**config.mk**
```make
export PLATFORM = sky130hd
export DESIGN_NAME = plpd_isqrt
export DESIGN_NICKNAME = d
export VERILOG_FILES = /design/src/hw/rtl/plpd_pkg.sv /design/src/hw/rtl/plpd_isqrt.sv
export SDC_FILE = /design/constraint.sdc
export NUM_CORES = 1
export LEC_CHECK = 0
export ABC_CLOCK_PERIOD_IN_PS = 3400
export BUFFER_PORTS_ARGS = -buffer_cell sky130_fd_sc_hd__buf_4
export CAP_MARGIN = 25
export CORE_MARGIN = 10
export CORE_UTILIZATION = 54
export DETAILED_ROUTE_END_ITERATION = 8
export PLACE_DENSITY = 0.75
export SLEW_MARGIN = 15
export SYNTH_ARGS = -nofsm -noshare
export SYNTH_HDL_FRONTEND = slang
export SYNTH_SLANG_ARGS = --single-unit
```
**constraint.sdc**
```tcl
create_clock -name i_clk -period 3.4 [get_ports i_clk]
set_clock_uncertainty 0.2 [all_clocks]
set_input_delay 0 -clock i_clk [delete_from_list [all_inputs] [get_ports i_clk]]
set_output_delay 0 -clock i_clk [all_outputs]
set_load 0.02 [all_outputs]
```
**src/hw/rtl/plpd_pkg.sv**
```systemverilog
`timescale 1ns / 1ps
// ----------------------------------------------------------------------------
// plpd_pkg
// shared types and constants of the polyline point-at-distance unit
// ----------------------------------------------------------------------------
package plpd_pkg;

    localparam int COORD_W = 32;
    localparam int DIST_W  = 40;
    localparam int LEN_W   = 33;
    localparam int RAD_W   = 65;
    localparam int NUM_W   = 66;

    typedef logic [1:0]         t_action;
    typedef logic [COORD_W-1:0] t_coord;
    typedef logic [DIST_W-1:0]  t_dist;
    typedef logic [LEN_W-1:0]   t_len;

    localparam t_action ACT_APPEND = 2'd0;
    localparam t_action ACT_CLEAR  = 2'd1;
    localparam t_action ACT_POINT  = 2'd2;
    localparam t_action ACT_LENGTH = 2'd3;

endpackage

```
**src/hw/rtl/plpd_isqrt.sv**
```systemverilog
`timescale 1ns / 1ps
// ----------------------------------------------------------------------------
// plpd_isqrt
// bit-serial square root, two radicand bits per cycle, rounded to nearest
// ----------------------------------------------------------------------------
module plpd_isqrt (
    input  logic                       i_clk,
    input  logic                       i_rst_n,
    input  logic                       i_start,
    input  logic [plpd_pkg::RAD_W-1:0] i_rad,
    output logic                       o_done,
    output logic [plpd_pkg::LEN_W-1:0] o_root
);
    import plpd_pkg::*;

    logic [RAD_W:0]   r_rad;
    logic [35:0]      r_rem;
    logic [LEN_W-1:0] r_root;
    logic [5:0]       r_cnt;
    logic             r_busy;
    logic             r_done;
    logic [35:0]      rem_sh;
    logic [35:0]      trial;
    logic             ge;

    assign rem_sh = {r_rem[33:0], r_rad[RAD_W:RAD_W-1]};
    assign trial  = {1'b0, r_root, 2'b01};
    assign ge     = rem_sh >= trial;

    always_ff @(posedge i_clk) begin
        if (!i_rst_n) begin
            r_busy <= 1'b0;
            r_done <= 1'b0;
            r_cnt  <= '0;
        end else begin
            r_done <= r_busy && !i_start && (r_cnt == '0);
            if (i_start) begin
                r_busy <= 1'b1;
                r_cnt  <= 6'(LEN_W - 1);
            end else if (r_busy) begin
                r_cnt <= r_cnt - 6'd1;
                if (r_cnt == '0) begin
                    r_busy <= 1'b0;
                end
            end
        end
    end

    always_ff @(posedge i_clk) begin
        if (i_start) begin
            r_rad  <= {1'b0, i_rad};
            r_rem  <= '0;
            r_root <= '0;
        end else if (r_busy) begin
            r_rad  <= {r_rad[RAD_W-2:0], 2'b00};
            r_rem  <= ge ? rem_sh - trial : rem_sh;
            r_root <= {r_root[LEN_W-2:0], ge};
        end
    end

    assign o_done = r_done;
    assign o_root = r_root + LEN_W'(r_rem > {3'b000, r_root});

endmodule

```
==> key figures, run 1 <==
Status
  – Status: finished, violations left
  – Failing checks: negative setup slack

Floorplanning
  – Ports: just over 100
  – Die Footprint: around 22000 um^2
  – Die H: between 100 and 150 um
  – Starting density of the core: 0.551
  – Core area: about 16000 um^2
  – Row Count: 46
  – Die Wd: ~150 um

Pwr
  – Peak VDD IR: between 0.0006 and 0.0007 V
  – Leakage: around 5.7 nW
  – PD cells: ~700 nW/um^2

STA
  – Slew margin rel.: 0.411
  – Fmax: between 0.2 and 0.25 GHz
  – Final Hold Fails: 0
  – Final Slew Violations: 0
  – TNS Setup: -24630 ps
  – Fin crit share: 1.35
  – RSZ-0062 raised after global routing: yes
  – Final min period: ~4600 ps
  – Final worst slack: -1200 ps
  – Tightest Pin Transition: around 870 ps
  – Hold WS: a little under 40 ps
  – Final setup fails: 37

Yosys
  – Average cell area after synthesis: 9.65 um^2
  – Count leader, synth: nor2_1
  – Syn nets: 1016
  – FFs w/ async S/R, synth: 0
  – Synth cell count leaders: 100 x nor2_1, 78 x dfxtp_1, 68 x nand2_1
  – Synth Warn #: 0
  – Post-synthesis sequential area ratio: 0.401
  – Yosys cell types: 70
  – Post-synth EDFFs: 65
  – #FFs+latches synth: approximately 140
  – Mapped Cells: 908
  – Main synth FF type: dfxtp_1
  – Area leader, netlist: edfxtp_1
  – Synth top area share: 0.223
  – Synth area leaders: edfxtp_1 22%, dfxtp_1 18%, mux2_2 8.1%
  – Cell area after synthesis: 8760 um^2

Finish
  – Area Growth Syn to Fin: 51.6%
  – Nets: between 1000 and 1500
  – Fillcell total: 766
  – Final non-filler cell total: 1490
  – Final core utilization: 0.836
  – Storage cell area: 3540 um^2
  – Area taken by multi-input logic gates: 5570 um^2
  – # diodes: 0
  – Final instance area: 13300 um^2
  – Share of cells above drive strength 1: 0.436

Clock tree
  – Clk_lat worst skew: between 400 and 500 ps
  – Root buffer cell: clkbuf_16
  – H-tree level count: 4
  – Clock sinks: ~140
  – Clock Tree Buf Depth: 2
  – Total CTS buffers: 17
  – Clock-pin slew on the worst setup and hold paths: 80 ps
  – CTS tree: built

Global routing
  – Initial antenna violation count: 0
  – GRT Util Overall: 0.274
  – First-pass GRT wire length: a little under 50 mm
  – Vias in the first global route: 9213
  – Largest net degree at the start of global routing: between 50 and 60
  – Grt ovf: 0

Critical path
  – CP arrival: around 4400 ps
  – Worst EP required: between 3000 and 4000 ps
  – Largest stage delay on the critical path: around 370 ps
  – Kind of critical path: reg2out
  – Critical path cell sequence: inv_1 -> ha_1 -> inv_1 -> a21oi_2 -> o21ai_2 -> a21oi_2 -> o21a_1 -> o21ai_2 -> a31oi_1 -> a31oi_1 -> buf_4 -> ha_4 -> nand3_4 -> or3_4 -> or3_4 -> nor2_4 -> nand3_4 -> nor4_4 -> nand2_1 -> xnor2_2 -> buf_4
  – Crit path max-delay family: simple AND/OR/NAND/NOR gates
  – Worst path bufs/invs: 4
  – Slowest-stage cell, CP: or3_4
  – CP endpoint kind: output pin
  – CP Max Fanout: 3
  – Crit start category: register

Detailed routing
  – Drt via density: 6.38
  – Final WL: around 36 mm
  – DRT antenna net count: 0
  – DR WL/cell: 23.9 um
  – Drt drc: 0
  – Drt first pass iters: 7
  – Number of DRC markers in iteration 0: roughly 1400
  – Detailed-route via count: 9512

Job
  – Max-Cap Viols: 0

Placed design
  – Area of placed instances: 11200 um^2
  – Placed Cells: 1369
  – Port Buffers: 101
  – Post-detail-place hpwl: around 18 mm
  – GPL Wtd Cong: 0.917

Hold path
  – Hold Path Class: in2reg
## cell usage in the layout (no fill, tap or decap), types with 27 or more instances in the layout
cell	n
a211oi_1	27
a21oi_1	39
buf_4	295
dfxtp_1	58
dlygate4sd3_1	67
edfxtp_1	65
inv_1	37
mux2_2	63
mux2i_1	53
nand2_1	55
nor2_1	91
xnor2_1	30
## repair_timing
| action | CTS | global route |
|---|---|---|
| buffers inserted | 21 | 21 |
| pin swaps | 33 | 35 |
| gates resized for setup | 70 | 69 |
| hold buffers | 67 | 0 |
| endpoints found under the setup margin | 32 | 36 |
| hold endpoints to repair | 73 | 0 |
## metal layers
metal  up-vias  GRT usage  share of wire
met3       294     0.0682           0.10
met4         0      0.136          0.073
met2       803      0.468           0.47
met5         -          0              0
met1      4441      0.313           0.35
li1       3974          -              -
## power by group
part           internal [W]  switching [W]
logic               0.00230        0.00297
registers           0.00202       0.000160
clock network      0.000944       0.000859
total               0.00526        0.00399
## through the flow
step                      worst slack, ps  power [W]
final                               -1200    0.00925
after global routing                -1320    0.00950
after CTS                            -841    0.00836
after detailed placement             -606    0.00637
after global placement               -522    0.00631
after floorplan                      -396    0.00508
## final timing paths
kind	end	cells past startpoint	slack (ps)	start
setup / recovery	o_root[31]	21	-1200	r_rem[0]
hold / removal	r_rad[40]	2	40	i_start
setup reg to reg	r_rem[8]	12	-240	r_root[4]
hold reg to reg	r_rem[14]	2	330	r_rem[12]
## kinds of logic (layout without fill, tap and decap cells)
group                    count (synthesis)  count (layout)  share of synthesized area
AO/OA/AOI/OAI                          176             176                      0.141
AND/OR/NAND/NOR                        265             265                      0.141
XOR/XNOR                                66              66                     0.0660
adder cells (fa/ha/maj)                 40              40                     0.0571
flip-flops                             143             143                      0.401
multiplexers                           116             116                      0.142
buffers and inverters                  102             468                     0.0523
## flip-flops by register name (all words and copies together), names as in the netlist
register,count
r_root,33
o_done,1
r_rad,66
r_cnt,6
r_busy,1
r_rem,36
## layout make-up
cell class / instances / share of cell area
repair buffers: 385 / 0.238
flip-flops and latches: 143 / 0.267
well taps: 216 / 0.0204
clock inverters: 14 / 0.00810
inverters: 51 / 0.0146
clock buffers: 18 / 0.0323
multi-input cells: 663 / 0.420
No activity file was read; power rests on OpenSTA's default activity.
==> run 2: changes to the inputs <==
--- a/config.mk
+++ b/config.mk
@@ -12,6 +12,7 @@
 export CORE_UTILIZATION = 54
 export DETAILED_ROUTE_END_ITERATION = 8
 export PLACE_DENSITY = 0.75
+export RECOVER_POWER = 25
 export SLEW_MARGIN = 15
 export SYNTH_ARGS = -nofsm -noshare
 export SYNTH_HDL_FRONTEND = slang
==> key figures, run 2 (same netlist as run 1, synthesis figures left out) <==
Status
  – Status: finished, violations left
  – Failing checks: max-capacitance violations, max-slew violations, negative setup slack

Clock tree
  – Root buffer cell: clkbuf_16
  – Clk_lat worst skew: ~450 ps
  – Clock sinks: between 100 and 150
  – Clock-pin slew on the worst setup and hold paths: ~70 ps
  – CTS tree: built
  – Clock Tree Buf Depth: 2
  – H-tree level count: 4
  – Total CTS buffers: 17

Critical path
  – R2R Path Start: r_root[4]
  – Kind of critical path: reg2out
  – CP Max Fanout: 3
  – Worst EP required: 3200 ps
  – CP arrival: about 4400 ps
  – Crit start category: register
  – Crit path from: r_root[3]
  – CP endpoint kind: output pin

Global routing
  – Grt ovf: 0
  – GRT Util Overall: 0.274
  – First-pass GRT wire length: roughly 48 mm
  – Vias in the first global route: around 9000
  – Largest net degree at the start of global routing: between 50 and 60
  – Initial antenna violation count: 0

Job
  – Max-Cap Viols: 1

Detailed routing
  – Drt drc: 0
  – Final WL: around 36 mm
  – DR WL/cell: 24.0 um
  – DRT antenna net count: 0
  – Number of DRC markers in iteration 0: 1397
  – Detailed-route via count: 9499
  – Drt via density: between 6 and 7
  – Drt first pass iters: 7

STA
  – Tightest Pin Transition: approximately 2300 ps
  – Final worst slack: -1190 ps
  – Final Hold Fails: 0
  – Final min period: 4590 ps
  – RSZ-0062 raised after global routing: yes
  – Final setup fails: ~100
  – Final Slew Violations: 46
  – Hold WS: a little over 200 ps
  – Fin crit share: 1.35
  – Slew margin rel.: -0.558
  – Fmax: between 0.2 and 0.25 GHz

Finish
  – Fillcell total: 770
  – Commonest non-fill, non-tap cells in the layout: 291 x buf_4, 91 x nor2_1, 67 x dlygate4sd3_1
  – Nets: ~1400
  – Storage cell area: around 3500 um^2
  – Top reg by flops: r_rad
  – Share of cells above drive strength 1: 0.432
  – Area taken by multi-input logic gates: between 5000 and 6000 um^2
  – Most common cell after layout, fill and taps aside: buf_4
  – # diodes: 0
  – Final non-filler cell total: between 1000 and 1500
  – Max FFs per register: 66
  – Area Growth Syn to Fin: 51.5%
  – Biggest regs: r_rad: 66 flops, r_rem: 36 flops, r_root: 33 flops

Floorplanning
  – Starting density of the core: 0.551
  – Core area: between 15000 and 20000 um^2
  – Die H: between 100 and 150 um
  – Ports: about 100
  – Die Footprint: around 22000 um^2
  – Die Wd: between 100 and 150 um
  – Row Count: 46

Pwr
  – PD cells: 698 nW/um^2
  – Peak VDD IR: ~0.00063 V
  – Clock power share: 0.195
  – Sequential share of power: 0.235
  – Logic pwr share: 0.570
  – Sw frac: 0.432
  – Pint: around 0.0053 W
  – Leakage: around 5.7 nW
  – Tot Pwr: ~0.009 W
  – P_sw: roughly 0.0040 W

Placed design
  – Placed Cells: roughly 1400
  – GPL Wtd Cong: 0.917
  – Port Buffers: 101
  – Post-detail-place hpwl: about 18 mm
  – Pre-CTS setup slack: -606 ps

Hold path
  – Hold Path Class: in2reg
  – Hold_sp: i_rad[42]
==> run 2: cell types whose count changed in the layout (fill, tap and decap cells not counted) <==
cell      before  now
mux2_1         0    2
and2_1         4    2
clkbuf_1       1    3
clkbuf_4       0    1
clkbuf_2       0    1
buf_4        295  291
and2_0         0    2
mux2_2        63   61
==> run 2: critical path, cell delays in order (launching register included) <==
cell     delay [ps]
dfxtp_2         340
inv_2            60
ha_4            290
a21oi_1         160
o21ai_2         140
a21oi_2          90
o21a_1          190
o21ai_2         150
a31oi_1         110
a31oi_1         180
buf_4           170
ha_4            160
nand3_4          60
or3_4           340
or3_4           380
nor2_4          160
nand3_4         160
nor4_4          290
nand2_1         170
xnor2_2         160
buf_4           160
==> run 2: per-stage QoR <==
stage,area (um^2),setup TNS (ps),util
detailed placement,11200,-7430,0.705
finish,13300,-58190,0.835
CTS,12900,-14990,0.811
global placement,11200,-6140,0.705
global route,13300,-74530,0.835
floorplan,8990,-2580,-
==> run 2: path summary, 6_finish.rpt <==
| path | endpoint | slack, ps | cells after the start |
|---|---|---|---|
| setup / recovery | o_root[31] | -1190 | 20 |
| hold / removal | r_rad[42] | 210 | 3 |
| setup reg to reg | r_rem[8] | -270 | 12 |
| hold reg to reg | r_rem[14] | 330 | 2 |
==> run 2: final cells by class <==
class	instances	area share
clock buffers	18	0.0323
clock inverters	14	0.00811
inverters	51	0.0146
multi-input cells	663	0.420
flip-flops and latches	143	0.267
well taps	216	0.0204
repair buffers	385	0.238
==> run 2: what timing repair did <==
action,in CTS,in global routing
hold buffers,67,0
pin swaps,33,35
hold endpoints to repair,73,0
buffers inserted,21,21
gates resized for setup,70,69
endpoints found under the setup margin,32,36
==> run 2: power groups by stage <==
stage	logic, W	clock network (W)	registers (W)
after floorplan	0.00294	0	0.00214
after global placement	0.00416	0	0.00215
after detailed placement	0.00421	0	0.00216
after CTS	0.00446	0.00175	0.00214
after global routing	0.00547	0.00185	0.00219
final	0.00528	0.00181	0.00218
==> run 2: routing by layer <==
metal | global-route usage | up-vias | share of wire
li1 | - | 3977 | -
met1 | 0.313 | 4447 | 0.35
met2 | 0.468 | 786 | 0.47
met3 | 0.0682 | 289 | 0.10
met4 | 0.136 | 0 | 0.072
met5 | 0 | - | 0
