--- src/hw/rtl/plpd_pkg.sv ---
`timescale 1ns / 1ps
// ----------------------------------------------------------------------------
// plpd_pkg
// shared types and constants of the polyline point-at-distance unit
// ----------------------------------------------------------------------------
package plpd_pkg;

    localparam int COORD_W = 32;
    localparam int DIST_W  = 40;
    localparam int LEN_W   = 33;
    localparam int RAD_W   = 65;
    localparam int NUM_W   = 66;

    typedef logic [1:0]         t_action;
    typedef logic [COORD_W-1:0] t_coord;
    typedef logic [DIST_W-1:0]  t_dist;
    typedef logic [LEN_W-1:0]   t_len;

    localparam t_action ACT_APPEND = 2'd0;
    localparam t_action ACT_CLEAR  = 2'd1;
    localparam t_action ACT_POINT  = 2'd2;
    localparam t_action ACT_LENGTH = 2'd3;

endpackage

--- src/hw/rtl/plpd_div.sv ---
`timescale 1ns / 1ps
// ----------------------------------------------------------------------------
// plpd_div
// restoring divider, one quotient bit per cycle
// ----------------------------------------------------------------------------
module plpd_div (
    input  logic                         i_clk,
    input  logic                         i_rst_n,
    input  logic                         i_start,
    input  logic [plpd_pkg::NUM_W-1:0]   i_num,
    input  logic [plpd_pkg::LEN_W-1:0]   i_den,
    output logic                         o_done,
    output logic [plpd_pkg::COORD_W-1:0] o_quo
);
    import plpd_pkg::*;

    logic [NUM_W-1:0] r_num;
    logic [LEN_W-1:0] r_den;
    logic [LEN_W-1:0] r_rem;
    logic [6:0]       r_cnt;
    logic             r_busy;
    logic             r_done;
    logic [LEN_W:0]   rem_sh;
    logic             ge;

    assign rem_sh = {r_rem, r_num[NUM_W-1]};
    assign ge     = rem_sh >= {1'b0, r_den};

    always_ff @(posedge i_clk) begin
        if (!i_rst_n) begin
            r_busy <= 1'b0;
            r_done <= 1'b0;
            r_cnt  <= '0;
        end else begin
            r_done <= r_busy && !i_start && (r_cnt == '0);
            if (i_start) begin
                r_busy <= 1'b1;
                r_cnt  <= 7'(NUM_W - 1);
            end else if (r_busy) begin
                r_cnt <= r_cnt - 7'd1;
                if (r_cnt == '0) begin
                    r_busy <= 1'b0;
                end
            end
        end
    end

    always_ff @(posedge i_clk) begin
        if (i_start) begin
            r_num <= i_num;
            r_den <= i_den;
            r_rem <= '0;
        end else if (r_busy) begin
            r_rem <= ge ? LEN_W'(rem_sh - {1'b0, r_den}) : rem_sh[LEN_W-1:0];
            r_num <= {r_num[NUM_W-2:0], ge};
        end
    end

    assign o_done = r_done;
    assign o_quo  = r_num[COORD_W-1:0];

endmodule

--- config.mk ---
export PLATFORM = sky130hd
export DESIGN_NAME = plpd_div
export DESIGN_NICKNAME = d
export VERILOG_FILES = /design/src/hw/rtl/plpd_pkg.sv /design/src/hw/rtl/plpd_div.sv
export SDC_FILE = /design/constraint.sdc
export NUM_CORES = 1
export LEC_CHECK = 0
export ABC_AREA = 1
export BUFFER_PORTS_ARGS = -buffer_cell sky130_fd_sc_hd__buf_4
export CAP_MARGIN = 40
export CORE_MARGIN = 3
export CORE_UTILIZATION = 45
export DETAILED_ROUTE_END_ITERATION = 12
export GPL_TIMING_DRIVEN = 0
export PLACE_DENSITY = 0.65
export SLEW_MARGIN = 20
export SYNTH_ARGS = -nofsm -noshare
export SYNTH_HDL_FRONTEND = slang
export SYNTH_SLANG_ARGS = --single-unit
--- constraint.sdc ---
create_clock -name i_clk -period 3.1 [get_ports i_clk]
set_input_delay 0.465 -clock i_clk [delete_from_list [all_inputs] [get_ports i_clk]]
set_output_delay 0.465 -clock i_clk [all_outputs]
set_load 0.01 [all_outputs]
==> results.sh, run 1 <==
export IMPL_clkTransAtPathRegs_ns=0.07
export IMPL_hold_viol=0
export IMPL_crit_required_ns=3.42
export IMPL_grt_max_degree=48
export IMPL_num_rows=50
export IMPL_start_util=0.468
export IMPL_drt_initial_drc_count=343
export IMPL_drc_errors=0
export IMPL_synth_nets=1341
export IMPL_grt_overflow=0
export IMPL_p_leak_uw=0.00574
export IMPL_async_flop_share=0
export IMPL_routed_wl_um=22700
export IMPL_synth_xor_area_frac=0.0157
export IMPL_synth_compound_area_frac=0.0171
export IMPL_grt_pass1_wl_um=37400
export IMPL_maxCapViolations=0
export IMPL_synthMuxAreaShare=0
export IMPL_num_nets_final=1495
export IMPL_critPathCaptureType="flip-flop"
export IMPL_cp_top_family="simple AND/OR/NAND/NOR gates"
export IMPL_path_cells="inv_1, ha_1, inv_1, fa_1, nand2_1, nand2_2, nand3_2, nand2_2, nand2_2, nand2_4, nand2_4, nand2_4, nand2_4, buf_4, nand3b_1, nand3_1, nand2_1"
export IMPL_worstPathArrival_ns=2.83
export IMPL_layout_commonest_cell="nand2_1"
export IMPL_root_buffer="clkbuf_16"
export IMPL_place_hpwl_um=17200
export IMPL_syn2layout_area_growth_pct=22.0
export IMPL_postSynthCellCount=1203
export IMPL_core_area_um2=19100
export IMPL_ctsResizeCount=0
export IMPL_status="completed"
export IMPL_netlist_area_um2=8930
export IMPL_synth_fa_ha_area_frac=0.0513
export IMPL_die_area_um2=21600
export IMPL_relSlewSlack=0.471
export IMPL_ios=135
export IMPL_synth_top_family_by_area="simple AND/OR/NAND/NOR gates"
export IMPL_gp_congestion=0.937
export IMPL_final_cell_mix="518 x nand2_1, 172 x buf_4, 171 x inv_1"
export IMPL_rsz0062_at_grt="false"
export IMPL_worst_path_buf_inv=3
export IMPL_slew_viol_final=0
export IMPL_holdWs_ns=0.203
export IMPL_final_antenna_net_count=0
export IMPL_hold_buffers=0
export IMPL_synth_edf_count=99
export IMPL_wl_per_cell_um=13.9
export IMPL_drive_above_1_share=0.202
export IMPL_dr_pass1_iters=4
export IMPL_crit_fanout=10
export IMPL_die_h_um=147
export IMPL_synth_seq_cells=141
export IMPL_final_cells=1629
export IMPL_peakVddDrop_mv=0.373
export IMPL_critPathLaunchType="flip-flop"
export IMPL_synth_avg_cell_area_um2=7.42
export IMPL_htreeDepth=4
export IMPL_synth_ff_type="edfxtp_1"
export IMPL_insertion_delay_ns=0.44
export IMPL_n_antenna_cell=0
export IMPL_grt_pass1_vias=7657
export IMPL_grt_total_usage=0.216
export IMPL_ys_warn_count=0
export IMPL_cp_common_cell="nand2_4"
export IMPL_setup_violations=0
export IMPL_cts_tree="yes"
export IMPL_p_per_area_nw_per_um2=468
export IMPL_cts_buffers=17
export IMPL_tightest_slew_ns=0.790
export IMPL_max_freq_mhz=399
export IMPL_viasPerCell=4.67
export IMPL_yosysSeqAreaShare=0.427
export IMPL_synth_simple_area_share=0.366
export IMPL_die_width_um=147
export IMPL_fin_crit_ns=2.51
export IMPL_clock_skew_final_ns=0.0129
export IMPL_period_share=0.809
export IMPL_reg2reg_slack_ns=0.59
export IMPL_cts_sinks=141
export IMPL_vias=7607
export IMPL_slowest_delay_ns=0.42
export IMPL_clock_path_buffers=2
export IMPL_post_place_cells=1598
export IMPL_cp_slowest_cell="fa_1"
export IMPL_setup_worst_path_class="flip-flop to flip-flop"
export IMPL_antenna_found_initial=0
export IMPL_yosysUniqueCellTypes=39
export IMPL_portBuffers=134
export IMPL_post_cts_buffers=0
export IMPL_hold_class="primary input to flip-flop"
per-layer routing:
| layer | wire (um) | vias up | track usage |
|---|---|---|---|
| li1 | - | 3993 | - |
| met1 | 10300 | 3407 | 0.272 |
| met2 | 10400 | 178 | 0.355 |
| met3 | 1600 | 29 | 0.0703 |
| met4 | 384 | 0 | 0.0602 |
| met5 | 0 | - | 0 |
Yosys cell counts (2+ instances only):
cell / instances / area [um^2]
nand2_4: 4 / 45.0
nand3_1: 57 / 285
a21oi_1: 21 / 105
nand2_1: 518 / 1940
inv_1: 172 / 646
nor3_2: 2 / 20.0
xor2_1: 2 / 17.5
o21ai_0: 4 / 20.0
dfxtp_1: 42 / 841
nand4_1: 2 / 12.5
buf_12: 3 / 60.1
nand3b_1: 39 / 293
ha_1: 35 / 438
nand2_2: 40 / 250
inv_2: 5 / 18.8
nor3_1: 9 / 45.0
and2_1: 6 / 37.5
clkbuf_1: 20 / 75.1
nor2_2: 7 / 43.8
nor2_1: 46 / 173
a31oi_1: 2 / 12.5
buf_2: 2 / 10.0
edfxtp_1: 99 / 2970
buf_4: 38 / 285
xnor2_1: 14 / 123
layout make-up:
class                   count  area [um^2]
clock buffers              17          425
flip-flops and latches    141         3810
multi-input cells         821         4020
fillers                  1872         8190
plain buffers              63          430
well taps                 260          325
inverters                 178          671
clock inverters            14          174
repair buffers            135         1030
state kept, by name (all words and copies together), names as in the netlist:
register / count
r_rem: 33
o_done: 1
r_num: 66
r_busy: 1
r_den: 33
r_cnt: 7
logic make-up after synthesis:
family / after synthesis
and+or+nand+nor: 740
adders and majority gates: 36
buffers and inverters: 241
DFF: 141
AOI/OAI and AO/OA: 29
xor gates and xnor gates: 16
report_power, final:
group | leakage, uW | internal (uW) | switching [uW]
combinational | 0.00412 | 326 | 386
sequential | 0.00134 | 2190 | 56.8
clock | 0.000286 | 1220 | 924
path summary, 6_finish.rpt:
| kind | start | end | cells past startpoint |
|---|---|---|---|
| max | r_num[65]$_DFFE_PP_ | r_rem[26]$_SDFFE_PP0P_ | 17 |
| min | i_den[15] | r_den[15]$_DFFE_PP_ | 1 |
| max reg2reg | r_num[65]$_DFFE_PP_ | r_rem[26]$_SDFFE_PP0P_ | 17 |
| min reg2reg | r_rem[18]$_SDFFE_PP0P_ | r_rem[18]$_SDFFE_PP0P_ | 2 |
metrics by stage:
stage / TNS, ns / util / instance area (um^2) / total power (uW) / worst slack, ns
2_1_floorplan: 0 / - / 8930 / 2700 / 0.603
6_report: 0 / 0.571 / 10900 / 5100 / 0.591
5_1_grt: 0 / 0.571 / 10900 / 5320 / 0.424
4_1_cts: 0 / 0.571 / 10900 / 5140 / 0.612
3_5_place_dp: 0 / 0.539 / 10300 / 3000 / 0.558
3_3_place_gp: -50.36 / 0.538 / 10300 / 2990 / -0.757
(Power assumes the default switching activity.)
==> run 2, diff against run 1 <==
==> constraint.sdc (replaced) <==
create_clock -name i_clk -period 2.4 [get_ports i_clk]
set_input_delay 0.36 -clock i_clk [delete_from_list [all_inputs] [get_ports i_clk]]
set_output_delay 0.36 -clock i_clk [all_outputs]
set_load 0.01 [all_outputs]
==> run 2 against run 1 <==
  * Critical path type unchanged
  * Global-route usage is essentially flat
  * Critical path depth grew 1
  * Via count grew 0.87%
  * Sequential power increased by 29%
  * Critical endpoint is now r_rem[12]$_SDFFE_PP0P_
  * Clock skew down 0.00051 ns
  * Register-to-register slack got worse by 0.50 ns
==> results.sh, run 2 (synthesized netlist as in run 1, its figures left out) <==
export IMPL_drc_errors=0
export IMPL_holdWs_ns=0.0980
export IMPL_root_buffer="clkbuf_16"
export IMPL_gp_congestion=0.937
export IMPL_relSlewSlack=0.464
export IMPL_num_rows=50
export IMPL_maxCapViolations=0
export IMPL_worstPathArrival_ns=2.70
export IMPL_portBuffers=134
export IMPL_die_area_um2=21600
export IMPL_final_cells=1640
export IMPL_insertion_delay_ns=0.44
export IMPL_p_per_area_nw_per_um2=595
export IMPL_layout_commonest_cell="nand2_1"
export IMPL_p_leak_uw=0.00582
export IMPL_setup_violations=0
export IMPL_drt_initial_drc_count=376
export IMPL_status="completed"
export IMPL_grt_total_usage=0.215
export IMPL_worst_path_buf_inv=3
export IMPL_num_fill_cells=1853
export IMPL_dr_pass1_iters=5
export IMPL_n_antenna_cell=0
export IMPL_antenna_found_initial=0
export IMPL_cts_buffers=17
export IMPL_period_share=0.964
export IMPL_clock_path_buffers=2
export IMPL_place_hpwl_um=17200
export IMPL_total_power_uw=6600
export IMPL_crit_fanout=8
export IMPL_peakVddDrop_mv=0.480
export IMPL_grt_overflow=0
export IMPL_path_cells="inv_2, ha_4, inv_4, fa_2, nand2_2, nand2_2, nand3_2, nand2_4, nand2_4, nand2_4, nand2_4, nand2_4, nand2_8, nand2_8, buf_12, nand2_2, nand3_1, nand2_1"
export IMPL_final_cell_mix="517 x nand2_1, 177 x buf_4, 169 x inv_1"
export IMPL_core_area_um2=19100
export IMPL_largest_reg_flops=66
export IMPL_cp_slowest_cell="fa_2"
export IMPL_clock_skew_final_ns=0.0124
export IMPL_wl_per_cell_um=14.1
export IMPL_tns_ns=0
export IMPL_largest_registers="r_num: 66 flops, r_den: 33 flops, r_rem: 33 flops"
export IMPL_post_place_cells=1598
export IMPL_grt_pass1_wl_um=37400
export IMPL_cp_common_cell="nand2_4"
export IMPL_start_util=0.468
export IMPL_drive_above_1_share=0.215
export IMPL_cp_top_family="simple AND/OR/NAND/NOR gates"
export IMPL_cts_sinks=141
export IMPL_max_freq_mhz=432
export IMPL_cts_tree="yes"
export IMPL_syn2layout_area_growth_pct=24.2
export IMPL_tightest_slew_ns=0.802
export IMPL_ios=135
export IMPL_hold_viol=0
export IMPL_critPathLaunchType="flip-flop"
export IMPL_die_width_um=147
export IMPL_routed_wl_um=23100
export IMPL_die_h_um=147
export IMPL_crit_required_ns=2.78
export IMPL_fin_crit_ns=2.31
export IMPL_critPathCaptureType="flip-flop"
export IMPL_vias=7673
export IMPL_top_register="r_num"
export IMPL_htreeDepth=4
export IMPL_setup_worst_path_class="flip-flop to flip-flop"
export IMPL_slew_viol_final=0
export IMPL_final_antenna_net_count=0
export IMPL_num_nets_final=1506
export IMPL_viasPerCell=4.68
export IMPL_slowest_delay_ns=0.40
export IMPL_grt_pass1_vias=7629
export IMPL_clkTransAtPathRegs_ns=0.07
export IMPL_hold_class="primary input to flip-flop"
export IMPL_grt_max_degree=48
==> run 2: cell count changes in the layout (fill, tap and decap cells not counted), sizes merged <==
cell    delta
clkbuf     +2
buf        +9
==> run 2: area by class of cell <==
type	count	area [um^2]	area share
Sequential cell	141	3810	0.344
Clock inverter	14	174	0.0157
Inverter	178	673	0.0607
Tap cell	260	325	0.0293
Buffer	63	445	0.0402
Multi-Input combinational cell	821	4080	0.368
Clock buffer	17	425	0.0384
Timing Repair Buffer	146	1150	0.104
==> run 2: power by group <==
part	internal (uW)	leakage, uW	switching (uW)	total, uW
clock network	1570	0.000286	1190	2760
registers	2820	0.00134	74.7	2900
logic	432	0.00420	507	938
==> run 2: stage by stage <==
step / utilization / setup slack, ns / instance area [um^2]
6_report: 0.581 / 0.0869 / 11100
5_1_grt: 0.581 / -0.0334 / 11100
4_1_cts: 0.572 / 0.00456 / 10900
3_5_place_dp: 0.539 / -0.0787 / 10300
3_3_place_gp: 0.538 / -1.35 / 10300
2_1_floorplan: - / 0.00826 / 8930
==> run 2: worst reg2reg max path, delay by kind of cell (launching register included) <==
kind / cells / cell delay [ns]
DFF: 1 / 0.38
buffers and inverters: 3 / 0.30
and+or+nand+nor: 13 / 1.04
adders and majority gates: 2 / 0.54
==> run 2: layer usage <==
metal | wire [um] | track usage
met2 | 10600 | 0.357
met1 | 10200 | 0.272
met3 | 1770 | 0.0697
met5 | 0 | 0
met4 | 433 | 0.0583
==> run 2: path summary, 6_finish.rpt <==
kind                                from                endpoint  slack [ns]  depth (start not counted)
hold / removal                 i_den[15]     r_den[15]$_DFFE_PP_         0.1                          1
hold reg to reg   r_rem[18]$_SDFFE_PP0P_  r_rem[18]$_SDFFE_PP0P_        0.47                          2
setup reg to reg     r_num[65]$_DFFE_PP_  r_rem[12]$_SDFFE_PP0P_        0.09                         18
setup / recovery     r_num[65]$_DFFE_PP_  r_rem[12]$_SDFFE_PP0P_        0.09                         18
==> run 2: what timing repair did <==
item                       in CTS  in global routing
hold buffers                    0                  0
cloned                          0                  2
setup endpoints to repair      22                 32
buffers inserted                0                  9
pin swaps                       0                  9
gates resized for setup         5                 15
